**src/tga_pkg.sv**
```systemverilog
package tga_pkg;

   // Header layout
   localparam int HDR_LEN = 12;
   localparam logic [7:0] RAW_PATTERN [HDR_LEN] = '{
      8'd0, 8'd0, 8'd2, 8'd0, 8'd0, 8'd0, 8'd0, 8'd0, 8'd0, 8'd0, 8'd0, 8'd0
   };
   localparam logic [7:0] RLE_PATTERN [HDR_LEN] = '{
      8'd0, 8'd0, 8'd10, 8'd0, 8'd0, 8'd0, 8'd0, 8'd0, 8'd0, 8'd0, 8'd0, 8'd0
   };
   localparam logic [3:0] HDR_LAST = 4'(HDR_LEN - 1);

   localparam logic [7:0] BPP_24   = 8'd24;
   localparam logic [7:0] BPP_32   = 8'd32;
   localparam logic [7:0] RUN_BIAS = 8'd127;

   // Result kinds
   localparam logic [1:0] KIND_INFO  = 2'd0;
   localparam logic [1:0] KIND_PIXEL = 2'd1;
   localparam logic [1:0] KIND_ERROR = 2'd2;

   // Error codes
   localparam logic [1:0] ERR_NONE    = 2'd0;
   localparam logic [1:0] ERR_HEADER  = 2'd1;
   localparam logic [1:0] ERR_SIZE    = 2'd2;
   localparam logic [1:0] ERR_OVERRUN = 2'd3;

   typedef struct packed {
      logic [7:0] file_byte;
      logic       start_of_file;
   } tga_req_type;

   typedef struct packed {
      logic [1:0]  item_kind;
      logic [15:0] image_width;
      logic [15:0] image_height;
      logic [7:0]  bits_per_pixel;
      logic [7:0]  red;
      logic [7:0]  green;
      logic [7:0]  blue;
      logic [7:0]  alpha;
      logic [7:0]  repeat_count;
      logic        last_pixel;
      logic [1:0]  error_code;
   } tga_rsp_type;

   // Work passed from the header parser to the pixel engine
   typedef enum logic [1:0] {
      OP_INFO  = 2'd0,
      OP_ERROR = 2'd1,
      OP_DATA  = 2'd2
   } tga_op_type;

   typedef struct packed {
      tga_op_type  op;
      logic [7:0]  val;      // data byte, bpp or error code
      logic [15:0] width;
      logic [15:0] height;
      logic        is_rle;
   } tga_tok_type;

endpackage

```
**src/tga_stream_if.sv**
```systemverilog
interface tga_stream_if #(
   parameter type payload_type = logic
) ();
   logic        valid;
   logic        ready;
   payload_type payload;

   modport source (output valid, output payload, input ready);
   modport sink   (input valid, input payload, output ready);
endinterface

```
**src/tga_front.sv**
```systemverilog
module tga_front (
   input  logic                 clock,
   input  logic                 reset,
   input  logic                 beat_valid,
   input  tga_pkg::tga_req_type beat,
   output logic                 beat_ready,
   output logic                 tok_valid,
   output tga_pkg::tga_tok_type tok,
   input  logic                 tok_ready
);
   import tga_pkg::*;

   typedef enum logic [3:0] {
      FR_HEADER = 4'b0001,
      FR_INFO   = 4'b0010,
      FR_DATA   = 4'b0100,
      FR_IDLE   = 4'b1000
   } fr_phase_type;

   localparam logic [3:0] INFO_W_LO = 4'd0;
   localparam logic [3:0] INFO_W_HI = 4'd1;
   localparam logic [3:0] INFO_H_LO = 4'd2;
   localparam logic [3:0] INFO_H_HI = 4'd3;
   localparam logic [3:0] INFO_BPP  = 4'd4;

   fr_phase_type phase_ff, phase_in, phase_cur;
   logic [3:0]   idx_ff, idx_in, idx_cur;
   logic         mraw_ff, mraw_in, mraw_cur;
   logic         mrle_ff, mrle_in, mrle_cur;
   logic         rle_ff, rle_in, rle_cur;
   logic [15:0]  width_ff, width_in;
   logic [15:0]  height_ff, height_in;
   logic         accept;
   logic         emit;
   logic [7:0]   b;
   logic         raw_ok, rle_ok;

   assign beat_ready = tok_ready;
   assign accept     = beat_valid && tok_ready;
   assign tok_valid  = accept && emit;
   assign b          = beat.file_byte;

   // start of file restarts the parse on this very byte
   always_comb begin
      phase_cur = beat.start_of_file ? FR_HEADER : phase_ff;
      idx_cur   = beat.start_of_file ? 4'd0 : idx_ff;
      mraw_cur  = beat.start_of_file ? 1'b1 : mraw_ff;
      mrle_cur  = beat.start_of_file ? 1'b1 : mrle_ff;
      rle_cur   = beat.start_of_file ? 1'b0 : rle_ff;
   end

   // header match, size capture and token build
   always_comb begin
      phase_in   = phase_cur;
      idx_in     = idx_cur;
      mraw_in    = mraw_cur;
      mrle_in    = mrle_cur;
      rle_in     = rle_cur;
      width_in   = width_ff;
      height_in  = height_ff;
      emit       = 1'b0;
      tok.op     = OP_DATA;
      tok.val    = b;
      tok.width  = width_ff;
      tok.height = height_ff;
      tok.is_rle = rle_cur;
      raw_ok     = mraw_cur && (b == RAW_PATTERN[idx_cur]);
      rle_ok     = mrle_cur && (b == RLE_PATTERN[idx_cur]);
      case (phase_cur)
         FR_HEADER: begin
            mraw_in = raw_ok;
            mrle_in = rle_ok;
            if (idx_cur == HDR_LAST) begin
               idx_in = 4'd0;
               if (!raw_ok && !rle_ok) begin
                  emit     = 1'b1;
                  tok.op   = OP_ERROR;
                  tok.val  = {6'd0, ERR_HEADER};
                  phase_in = FR_IDLE;
               end else begin
                  rle_in   = rle_ok;
                  phase_in = FR_INFO;
               end
            end else begin
               idx_in = idx_cur + 4'd1;
            end
         end
         FR_INFO: begin
            idx_in = idx_cur + 4'd1;
            case (idx_cur)
               INFO_W_LO: width_in[7:0]   = b;
               INFO_W_HI: width_in[15:8]  = b;
               INFO_H_LO: height_in[7:0]  = b;
               INFO_H_HI: height_in[15:8] = b;
               INFO_BPP: begin
                  emit = 1'b1;
                  if (width_ff == 16'd0 || height_ff == 16'd0 ||
                      (b != BPP_24 && b != BPP_32)) begin
                     tok.op   = OP_ERROR;
                     tok.val  = {6'd0, ERR_SIZE};
                     phase_in = FR_IDLE;
                  end else begin
                     tok.op = OP_INFO;
                  end
               end
               default: begin
                  // descriptor byte: ignored, pixel data follows
                  idx_in   = 4'd0;
                  phase_in = FR_DATA;
               end
            endcase
         end
         FR_DATA: begin
            emit = 1'b1;
         end
         FR_IDLE: begin
            emit = 1'b0;
         end
         default: phase_in = FR_IDLE;
      endcase
   end

   always_ff @(posedge clock) begin
      if (reset) begin
         phase_ff <= FR_HEADER;
         idx_ff   <= 4'd0;
         mraw_ff  <= 1'b1;
         mrle_ff  <= 1'b1;
         rle_ff   <= 1'b0;
      end else if (accept) begin
         phase_ff <= phase_in;
         idx_ff   <= idx_in;
         mraw_ff  <= mraw_in;
         mrle_ff  <= mrle_in;
         rle_ff   <= rle_in;
      end
   end

   always_ff @(posedge clock) begin
      if (accept) begin
         width_ff  <= width_in;
         height_ff <= height_in;
      end
   end

endmodule

```
**src/tga_queue.sv**
```systemverilog
module tga_queue #(
   parameter int DEPTH = 4
) (
   input  logic                         clock,
   input  logic                         reset,
   input  logic                         push,
   input  tga_pkg::tga_tok_type         push_tok,
   output logic                         full,
   output logic [$clog2(DEPTH+1)-1:0]   level,
   input  logic                         pop,
   output logic                         head_valid,
   output tga_pkg::tga_tok_type         head_tok
);
   import tga_pkg::*;

   localparam int PTR_W = $clog2(DEPTH);
   localparam int LVL_W = $clog2(DEPTH + 1);

   tga_tok_type      slot_ff [DEPTH];
   logic [PTR_W-1:0] wr_ff, wr_in;
   logic [PTR_W-1:0] rd_ff, rd_in;
   logic [LVL_W-1:0] cnt_ff, cnt_in;
   logic             do_push, do_pop;

   assign full       = (cnt_ff == LVL_W'(DEPTH));
   assign level      = cnt_ff;
   assign head_valid = (cnt_ff != '0);
   assign head_tok   = slot_ff[rd_ff];
   assign do_push    = push && !full;
   assign do_pop     = pop && head_valid;

   // pointer and level update
   always_comb begin
      wr_in  = wr_ff;
      rd_in  = rd_ff;
      cnt_in = cnt_ff;
      if (do_push) begin
         wr_in = (wr_ff == PTR_W'(DEPTH - 1)) ? '0 : wr_ff + PTR_W'(1);
      end
      if (do_pop) begin
         rd_in = (rd_ff == PTR_W'(DEPTH - 1)) ? '0 : rd_ff + PTR_W'(1);
      end
      if (do_push && !do_pop) begin
         cnt_in = cnt_ff + LVL_W'(1);
      end else if (do_pop && !do_push) begin
         cnt_in = cnt_ff - LVL_W'(1);
      end
   end

   always_ff @(posedge clock) begin
      if (reset) begin
         wr_ff  <= '0;
         rd_ff  <= '0;
         cnt_ff <= '0;
      end else begin
         wr_ff  <= wr_in;
         rd_ff  <= rd_in;
         cnt_ff <= cnt_in;
      end
   end

   always_ff @(posedge clock) begin
      if (do_push) begin
         slot_ff[wr_ff] <= push_tok;
      end
   end

endmodule

```
**src/tga_back.sv**
```systemverilog
module tga_back (
   input  logic                 clock,
   input  logic                 reset,
   input  logic                 head_valid,
   input  tga_pkg::tga_tok_type head_tok,
   output logic                 pop,
   output logic                 out_valid,
   output tga_pkg::tga_rsp_type out_data,
   input  logic                 out_ready
);
   import tga_pkg::*;

   typedef enum logic [2:0] {
      BK_IDLE = 3'b001,
      BK_RAW  = 3'b010,
      BK_RLE  = 3'b100
   } bk_phase_type;

   bk_phase_type phase_ff, phase_in;
   logic [31:0]  remain_ff, remain_in;
   logic [7:0]   left_ff, left_in;
   logic         run_ff, run_in;
   logic [1:0]   bip_ff, bip_in;
   logic         is32_ff, is32_in;
   logic [7:0]   col_ff [3];
   logic [7:0]   col_in [3];
   logic         out_valid_ff, out_valid_in;
   tga_rsp_type  out_data_ff;
   tga_rsp_type  res;
   logic         res_valid;
   logic [7:0]   b;
   logic         pix_done;
   logic [7:0]   cnt;
   logic [7:0]   dec;
   logic [31:0]  area;

   assign b         = head_tok.val;
   assign area      = 32'(head_tok.width) * 32'(head_tok.height);
   assign pix_done  = is32_ff ? (bip_ff == 2'd3) : (bip_ff == 2'd2);
   assign cnt       = b[7] ? (b - RUN_BIAS) : (b + 8'd1);
   assign dec       = run_ff ? left_ff : 8'd1;
   assign pop       = head_valid && (!res_valid || !out_valid_ff || out_ready);
   assign out_valid = out_valid_ff;
   assign out_data  = out_data_ff;

   // one token of work: info, error, or one data byte (packet header or pixel byte)
   always_comb begin
      phase_in  = phase_ff;
      remain_in = remain_ff;
      left_in   = left_ff;
      run_in    = run_ff;
      bip_in    = bip_ff;
      is32_in   = is32_ff;
      col_in    = col_ff;
      res       = '0;
      res_valid = 1'b0;
      case (head_tok.op)
         OP_INFO: begin
            res_valid          = 1'b1;
            res.item_kind      = KIND_INFO;
            res.image_width    = head_tok.width;
            res.image_height   = head_tok.height;
            res.bits_per_pixel = b;
            phase_in           = head_tok.is_rle ? BK_RLE : BK_RAW;
            remain_in          = area;
            left_in            = 8'd0;
            run_in             = 1'b0;
            bip_in             = 2'd0;
            is32_in            = (b == BPP_32);
         end
         OP_ERROR: begin
            res_valid      = 1'b1;
            res.item_kind  = KIND_ERROR;
            res.error_code = b[1:0];
            phase_in       = BK_IDLE;
         end
         OP_DATA: begin
            if (phase_ff == BK_RLE && left_ff == 8'd0) begin
               // packet header
               if ({24'd0, cnt} > remain_ff) begin
                  res_valid      = 1'b1;
                  res.item_kind  = KIND_ERROR;
                  res.error_code = ERR_OVERRUN;
                  phase_in       = BK_IDLE;
               end else begin
                  left_in = cnt;
                  run_in  = b[7];
                  bip_in  = 2'd0;
               end
            end else if (phase_ff == BK_RAW || phase_ff == BK_RLE) begin
               // pixel byte
               if (bip_ff != 2'd3) begin
                  col_in[bip_ff] = b;
               end
               if (!pix_done) begin
                  bip_in = bip_ff + 2'd1;
               end else begin
                  bip_in           = 2'd0;
                  res_valid        = 1'b1;
                  res.item_kind    = KIND_PIXEL;
                  res.red          = is32_ff ? col_ff[2] : b;
                  res.green        = col_ff[1];
                  res.blue         = col_ff[0];
                  res.alpha        = is32_ff ? b : 8'd0;
                  if (phase_ff == BK_RLE) begin
                     res.repeat_count = dec;
                     res.last_pixel   = (remain_ff == {24'd0, dec});
                     remain_in        = remain_ff - {24'd0, dec};
                     left_in          = run_ff ? 8'd0 : left_ff - 8'd1;
                  end else begin
                     res.repeat_count = 8'd1;
                     res.last_pixel   = (remain_ff == 32'd1);
                     remain_in        = remain_ff - 32'd1;
                  end
                  if (res.last_pixel) begin
                     phase_in = BK_IDLE;
                  end
               end
            end
         end
         default: res_valid = 1'b0;
      endcase
   end

   // output register
   always_comb begin
      out_valid_in = out_valid_ff;
      if (pop && res_valid) begin
         out_valid_in = 1'b1;
      end else if (out_ready) begin
         out_valid_in = 1'b0;
      end
   end

   always_ff @(posedge clock) begin
      if (reset) begin
         phase_ff     <= BK_IDLE;
         left_ff      <= 8'd0;
         run_ff       <= 1'b0;
         bip_ff       <= 2'd0;
         is32_ff      <= 1'b0;
         out_valid_ff <= 1'b0;
      end else begin
         out_valid_ff <= out_valid_in;
         if (pop) begin
            phase_ff <= phase_in;
            left_ff  <= left_in;
            run_ff   <= run_in;
            bip_ff   <= bip_in;
            is32_ff  <= is32_in;
         end
      end
   end

   always_ff @(posedge clock) begin
      if (pop) begin
         remain_ff <= remain_in;
         col_ff    <= col_in;
      end
      if (pop && res_valid) begin
         out_data_ff <= res;
      end
   end

endmodule

```
**src/tga_image_stream_decoder_unit.sv**
```systemverilog
// TGA stream decoder: takes one file byte per beat, at a sustained rate of one
// byte per cycle, and gives an info item at the bpp byte of the header, one item
// per pixel (raw data and raw packets) or per run packet, and an error item on a
// bad header, a bad size or bpp, or a packet that runs past width*height. A
// header parser accepts and classifies each byte and hands work through a
// QUEUE_DEPTH-entry queue to the pixel engine, which owns the output register;
// a result is held in a queue slot, then the output register. Input stalls only
// when the queue is full, which happens only while the result side is held off.
module tga_image_stream_decoder_unit #(
   parameter int QUEUE_DEPTH = 4
) (
   input  logic        clock,
   input  logic        reset,
   tga_stream_if.sink  req_chan,
   tga_stream_if.source rsp_chan
);
   import tga_pkg::*;

   localparam int LVL_W = $clog2(QUEUE_DEPTH + 1);

   tga_req_type      req_beat;
   tga_tok_type      push_tok;
   tga_tok_type      head_tok;
   tga_rsp_type      rsp_beat;
   logic             push_valid;
   logic             q_full;
   logic [LVL_W-1:0] q_level;
   logic             head_valid;
   logic             q_pop;
   logic             rsp_valid;

   assign req_beat         = req_chan.payload;
   assign rsp_chan.valid   = rsp_valid;
   assign rsp_chan.payload = rsp_beat;

   tga_front u_front (
      .clock      (clock),
      .reset      (reset),
      .beat_valid (req_chan.valid),
      .beat       (req_beat),
      .beat_ready (req_chan.ready),
      .tok_valid  (push_valid),
      .tok        (push_tok),
      .tok_ready  (!q_full)
   );

   tga_queue #(
      .DEPTH (QUEUE_DEPTH)
   ) u_queue (
      .clock      (clock),
      .reset      (reset),
      .push       (push_valid),
      .push_tok   (push_tok),
      .full       (q_full),
      .level      (q_level),
      .pop        (q_pop),
      .head_valid (head_valid),
      .head_tok   (head_tok)
   );

   tga_back u_back (
      .clock      (clock),
      .reset      (reset),
      .head_valid (head_valid),
      .head_tok   (head_tok),
      .pop        (q_pop),
      .out_valid  (rsp_valid),
      .out_data   (rsp_beat),
      .out_ready  (rsp_chan.ready)
   );

   // queue never holds more than its depth
   a_queue_bound: assert property (@(posedge clock) disable iff (reset)
      q_level <= LVL_W'(QUEUE_DEPTH))
      else $error("queue level above depth");

   // a pixel or run always covers at least one pixel
   a_pixel_repeat: assert property (@(posedge clock) disable iff (reset)
      rsp_valid && rsp_beat.item_kind == KIND_PIXEL |-> rsp_beat.repeat_count != 8'd0)
      else $error("pixel item with zero repeat");

   // only error items carry an error code, and they always do
   a_error_code: assert property (@(posedge clock) disable iff (reset)
      rsp_valid |-> ((rsp_beat.item_kind == KIND_ERROR) == (rsp_beat.error_code != ERR_NONE)))
      else $error("error code does not match item kind");

endmodule
```
**src/flat_wrapper.sv**
```systemverilog
// flat-port wrapper written by rule: the top's interface ports become plain ports
module tga_image_stream_decoder_unit_flat import tga_pkg::*;
#(
   parameter int QUEUE_DEPTH = 4
)
  (clock, reset, req_chan_valid, req_chan_payload, req_chan_ready, rsp_chan_valid, rsp_chan_payload, rsp_chan_ready);
  tga_stream_if req_chan_i ();
  tga_stream_if rsp_chan_i ();
  input  logic clock;
  input  logic reset;
  input wire logic [$bits(req_chan_i.valid)-1:0] req_chan_valid;
  input wire logic [$bits(req_chan_i.payload)-1:0] req_chan_payload;
  output wire logic [$bits(req_chan_i.ready)-1:0] req_chan_ready;
  output wire logic [$bits(rsp_chan_i.valid)-1:0] rsp_chan_valid;
  output wire logic [$bits(rsp_chan_i.payload)-1:0] rsp_chan_payload;
  input wire logic [$bits(rsp_chan_i.ready)-1:0] rsp_chan_ready;
  assign req_chan_i.valid = req_chan_valid;
  assign req_chan_i.payload = req_chan_payload;
  assign req_chan_ready = req_chan_i.ready;
  assign rsp_chan_valid = rsp_chan_i.valid;
  assign rsp_chan_payload = rsp_chan_i.payload;
  assign rsp_chan_i.ready = rsp_chan_ready;
  tga_image_stream_decoder_unit #(.QUEUE_DEPTH(QUEUE_DEPTH)) u_core (.clock(clock), .reset(reset), .req_chan(req_chan_i), .rsp_chan(rsp_chan_i));
endmodule
```
**config.mk**
```make
export PLATFORM = sky130hd
export DESIGN_NAME = tga_image_stream_decoder_unit_flat
export DESIGN_NICKNAME = d
export VERILOG_FILES = /design/src/tga_pkg.sv /design/src/tga_stream_if.sv /design/src/tga_front.sv /design/src/tga_queue.sv /design/src/tga_back.sv /design/src/tga_image_stream_decoder_unit.sv /design/src/flat_wrapper.sv
export SDC_FILE = /design/constraint.sdc
export NUM_CORES = 1
export LEC_CHECK = 0
export BUFFER_PORTS_ARGS = -buffer_cell sky130_fd_sc_hd__buf_2
export CORE_ASPECT_RATIO = 1.25
export CORE_UTILIZATION = 40
export DETAILED_ROUTE_END_ITERATION = 10
export PLACE_DENSITY_LB_ADDON = 0.3
export SYNTH_ARGS = -nofsm -noshare
export SYNTH_HDL_FRONTEND = slang
export SYNTH_HIERARCHICAL = 1
export SYNTH_SLANG_ARGS = --single-unit
```
**constraint.sdc**
```tcl
create_clock -name clock -period 7.9 [get_ports clock]
set_input_delay 1.58 -clock clock [delete_from_list [all_inputs] [get_ports clock]]
set_output_delay 1.58 -clock clock [all_outputs]
set_load 0.01 [all_outputs]
```
==> qor.txt <==
Congestion Overflow GR: 0
Synthesis warning total: 6
DR pass1 iterations: 4
Initial Utilization: 40.50%
Num ports: 8
Critical path arrival: 7840 ps
Status: completed
Sink Count: 273
Final period util: 95.27%
Final Hold Fails: 0
Number of global-route vias before repair: 14770
Post-Route WL: 46140 µm
Worst slew pin tran: 1143 ps
Die area: 0.05417 mm²
Max_cap viols: 0
Placer Congestion: 0.8734
Worst hold endpoint: u_core/u_front/rle_ff
Syn Inst Count: 1918
# fillers: 4806
Skew-Pair Late Insertion Delay: 590 ps
Global-route wire length before repair: 76600 µm
Via count: 13800
Synthesis-to-layout area growth: 8.449%
R2R cell count: 22
Reg-to-reg slack, setup: 370 ps
CP Launch Type: register
Final Skew: 27.26 ps
Overall Global Routing Usage: 17.66%
WP data required: 8210 ps
Resized cells post-CTS: 0
Fmax: 132.9 MHz
Share of post-route cells with drive strength above 1: 8.055%
Antenna Nets Post-Route: 0
CTS Root Cell: clkbuf_16
RSZ-0062 raised after global routing: false
Worst Hold Launch: u_core/u_front/rle_ff
Post-DP HPWL: 35000 µm
CTS tree: built
Clock transition at path regs: 60 ps
CTS H-tree depth: 1
Min-Delay Path Depth: 2
Critical Path Fanout Max: 35
Critical R2R Capture: u_core/u_back/remain_ff[28]
Cts hold-fix bufs: 0
Synthesized area: 0.02129 mm²
Setup TNS: 0 ps
Hold/Removal Path Class: register to register
Clock Path Buffers: 3
Pin count of the biggest net entering global routing: 62
Final core occ: 43.93%
Die H: 260.0 µm
Power per cell area: 128.7 mW/mm²
# rows: 94
Vias per cell: 5.217
DRC errors left: 0
Die W: 208.4 µm
Critical path class: register to register
Initial antenna violation count: 0
Syn_area_per_cell: 11.10 µm²
Final setup vio count: 0
Wire per inst: 17.44 µm
# diodes: 0
1st-iter DRT viols: 661
CTS buffer count: 29
Leakage power: 9.284 nW
CP endpoint kind: register
Final Max Tran Viols: 0
Postcts setup bufs: 0
CORE AREA: 0.05257 mm²
Tmin final: 7526 ps
Number of I/O port buffers: 7
Worst VDD drop: 151.9 µV
Nets: 2294
Slew headroom: 23.44%
state kept, by name, indices dropped and copies added, names as in the netlist, 3 cells and up, named ones only:
signal	flops
u_core/u_back/remain_ff	32
u_core/u_front/width_ff	16
u_core/u_back/phase_ff	3
u_core/u_front/height_ff	16
u_core/u_front/phase_ff	4
u_core/u_back/left_ff	8
u_core/u_front/idx_ff	4
u_core/u_queue/slot_ff	172
u_core/u_queue/level	3
critical path, cell delays in order (launching register included):
cell and delay, ps:
dfxtp_2 340, buf_12 270, mux4_2 720, and2_1 250, fa_1 530, inv_1 50, fa_1 490, fa_1 540
inv_1 60, fa_1 460, fa_1 540, inv_1 50, fa_1 520, inv_1 40, ha_1 370, a211oi_1 250
o21bai_1 130, a21o_1 190, a21oi_1 350, a311oi_1 200, o31ai_1 410, a211oi_1 130, or3_1 320
placed cells by master (no fill, tap or decap), drive strengths merged, types with 10 or more instances in the layout:
master,instances
o31ai,18
or3,14
o21ai,43
xor2,31
nand4,12
and2,134
a31oi,12
xnor2,34
nor2,71
nand3,29
nand3b,13
clkinv,13
nor3,39
edfxtp,237
clkbuf,37
a211oi,11
nor4,19
nand2b,13
nand2,201
buf,35
fa,196
mux4,43
a21o,14
a21oi,69
o21bai,10
conb,52
ha,141
inv,271
dfxtp,36
o21a,17
how the worst max path moves through the flow:
stage / slack [ps] / cells past startpoint / end
after floorplan: 900 / 24 / u_core/u_back/remain_ff[27]
after global placement: 470 / 21 / u_core/u_back/remain_ff[30]
after detailed placement: 440 / 21 / u_core/u_back/remain_ff[30]
after CTS: 390 / 22 / u_core/u_back/remain_ff[28]
after global routing: 5 / 22 / u_core/u_back/remain_ff[28]
final: 370 / 22 / u_core/u_back/remain_ff[28]
final cells by class:
class	instances	area, µm²	area share [%]
Clock inverter	16	107.6	0.4659
Inverter	271	1022	4.427
Sequential cell	273	7840	33.95
Multi-Input combinational cell	1342	12260	53.07
Tap cell	672	840.8	3.641
Timing Repair Buffer	35	270.3	1.170
Clock buffer	37	755.7	3.272
routing by layer:
metal	GRT usage, %	share of wire, %	up-vias
met1	22.17	43	6932
met3	1.606	3.1	76
met4	5.597	2.2	0
met2	32.00	51	245
met5	0	0	-
li1	-	-	6551
per-stage QoR:
step | cells | power (mW) | setup slack, ps | cell area [µm²] | hold slack, ps
global route | 2646 | 3.096 | 4.981 | 23090 | 506.6
detailed placement | 2591 | 1.753 | 441.2 | 22220 | 478.8
finish | 2646 | 2.973 | 373.9 | 23090 | 484.2
global placement | 2591 | 1.749 | 472.3 | 22220 | 468.2
CTS | 2644 | 3.011 | 388.5 | 23080 | 487.4
floorplan | 1969 | 1.717 | 900.5 | 21490 | 453.0
power breakdown:
part	internal (mW)	switching [mW]	total, mW
clock network	0.681	0.567	1.25
registers	1.56	0.00499	1.56
logic	0.0643	0.0970	0.161
Note: power is estimated with default switching activity, not from simulation.
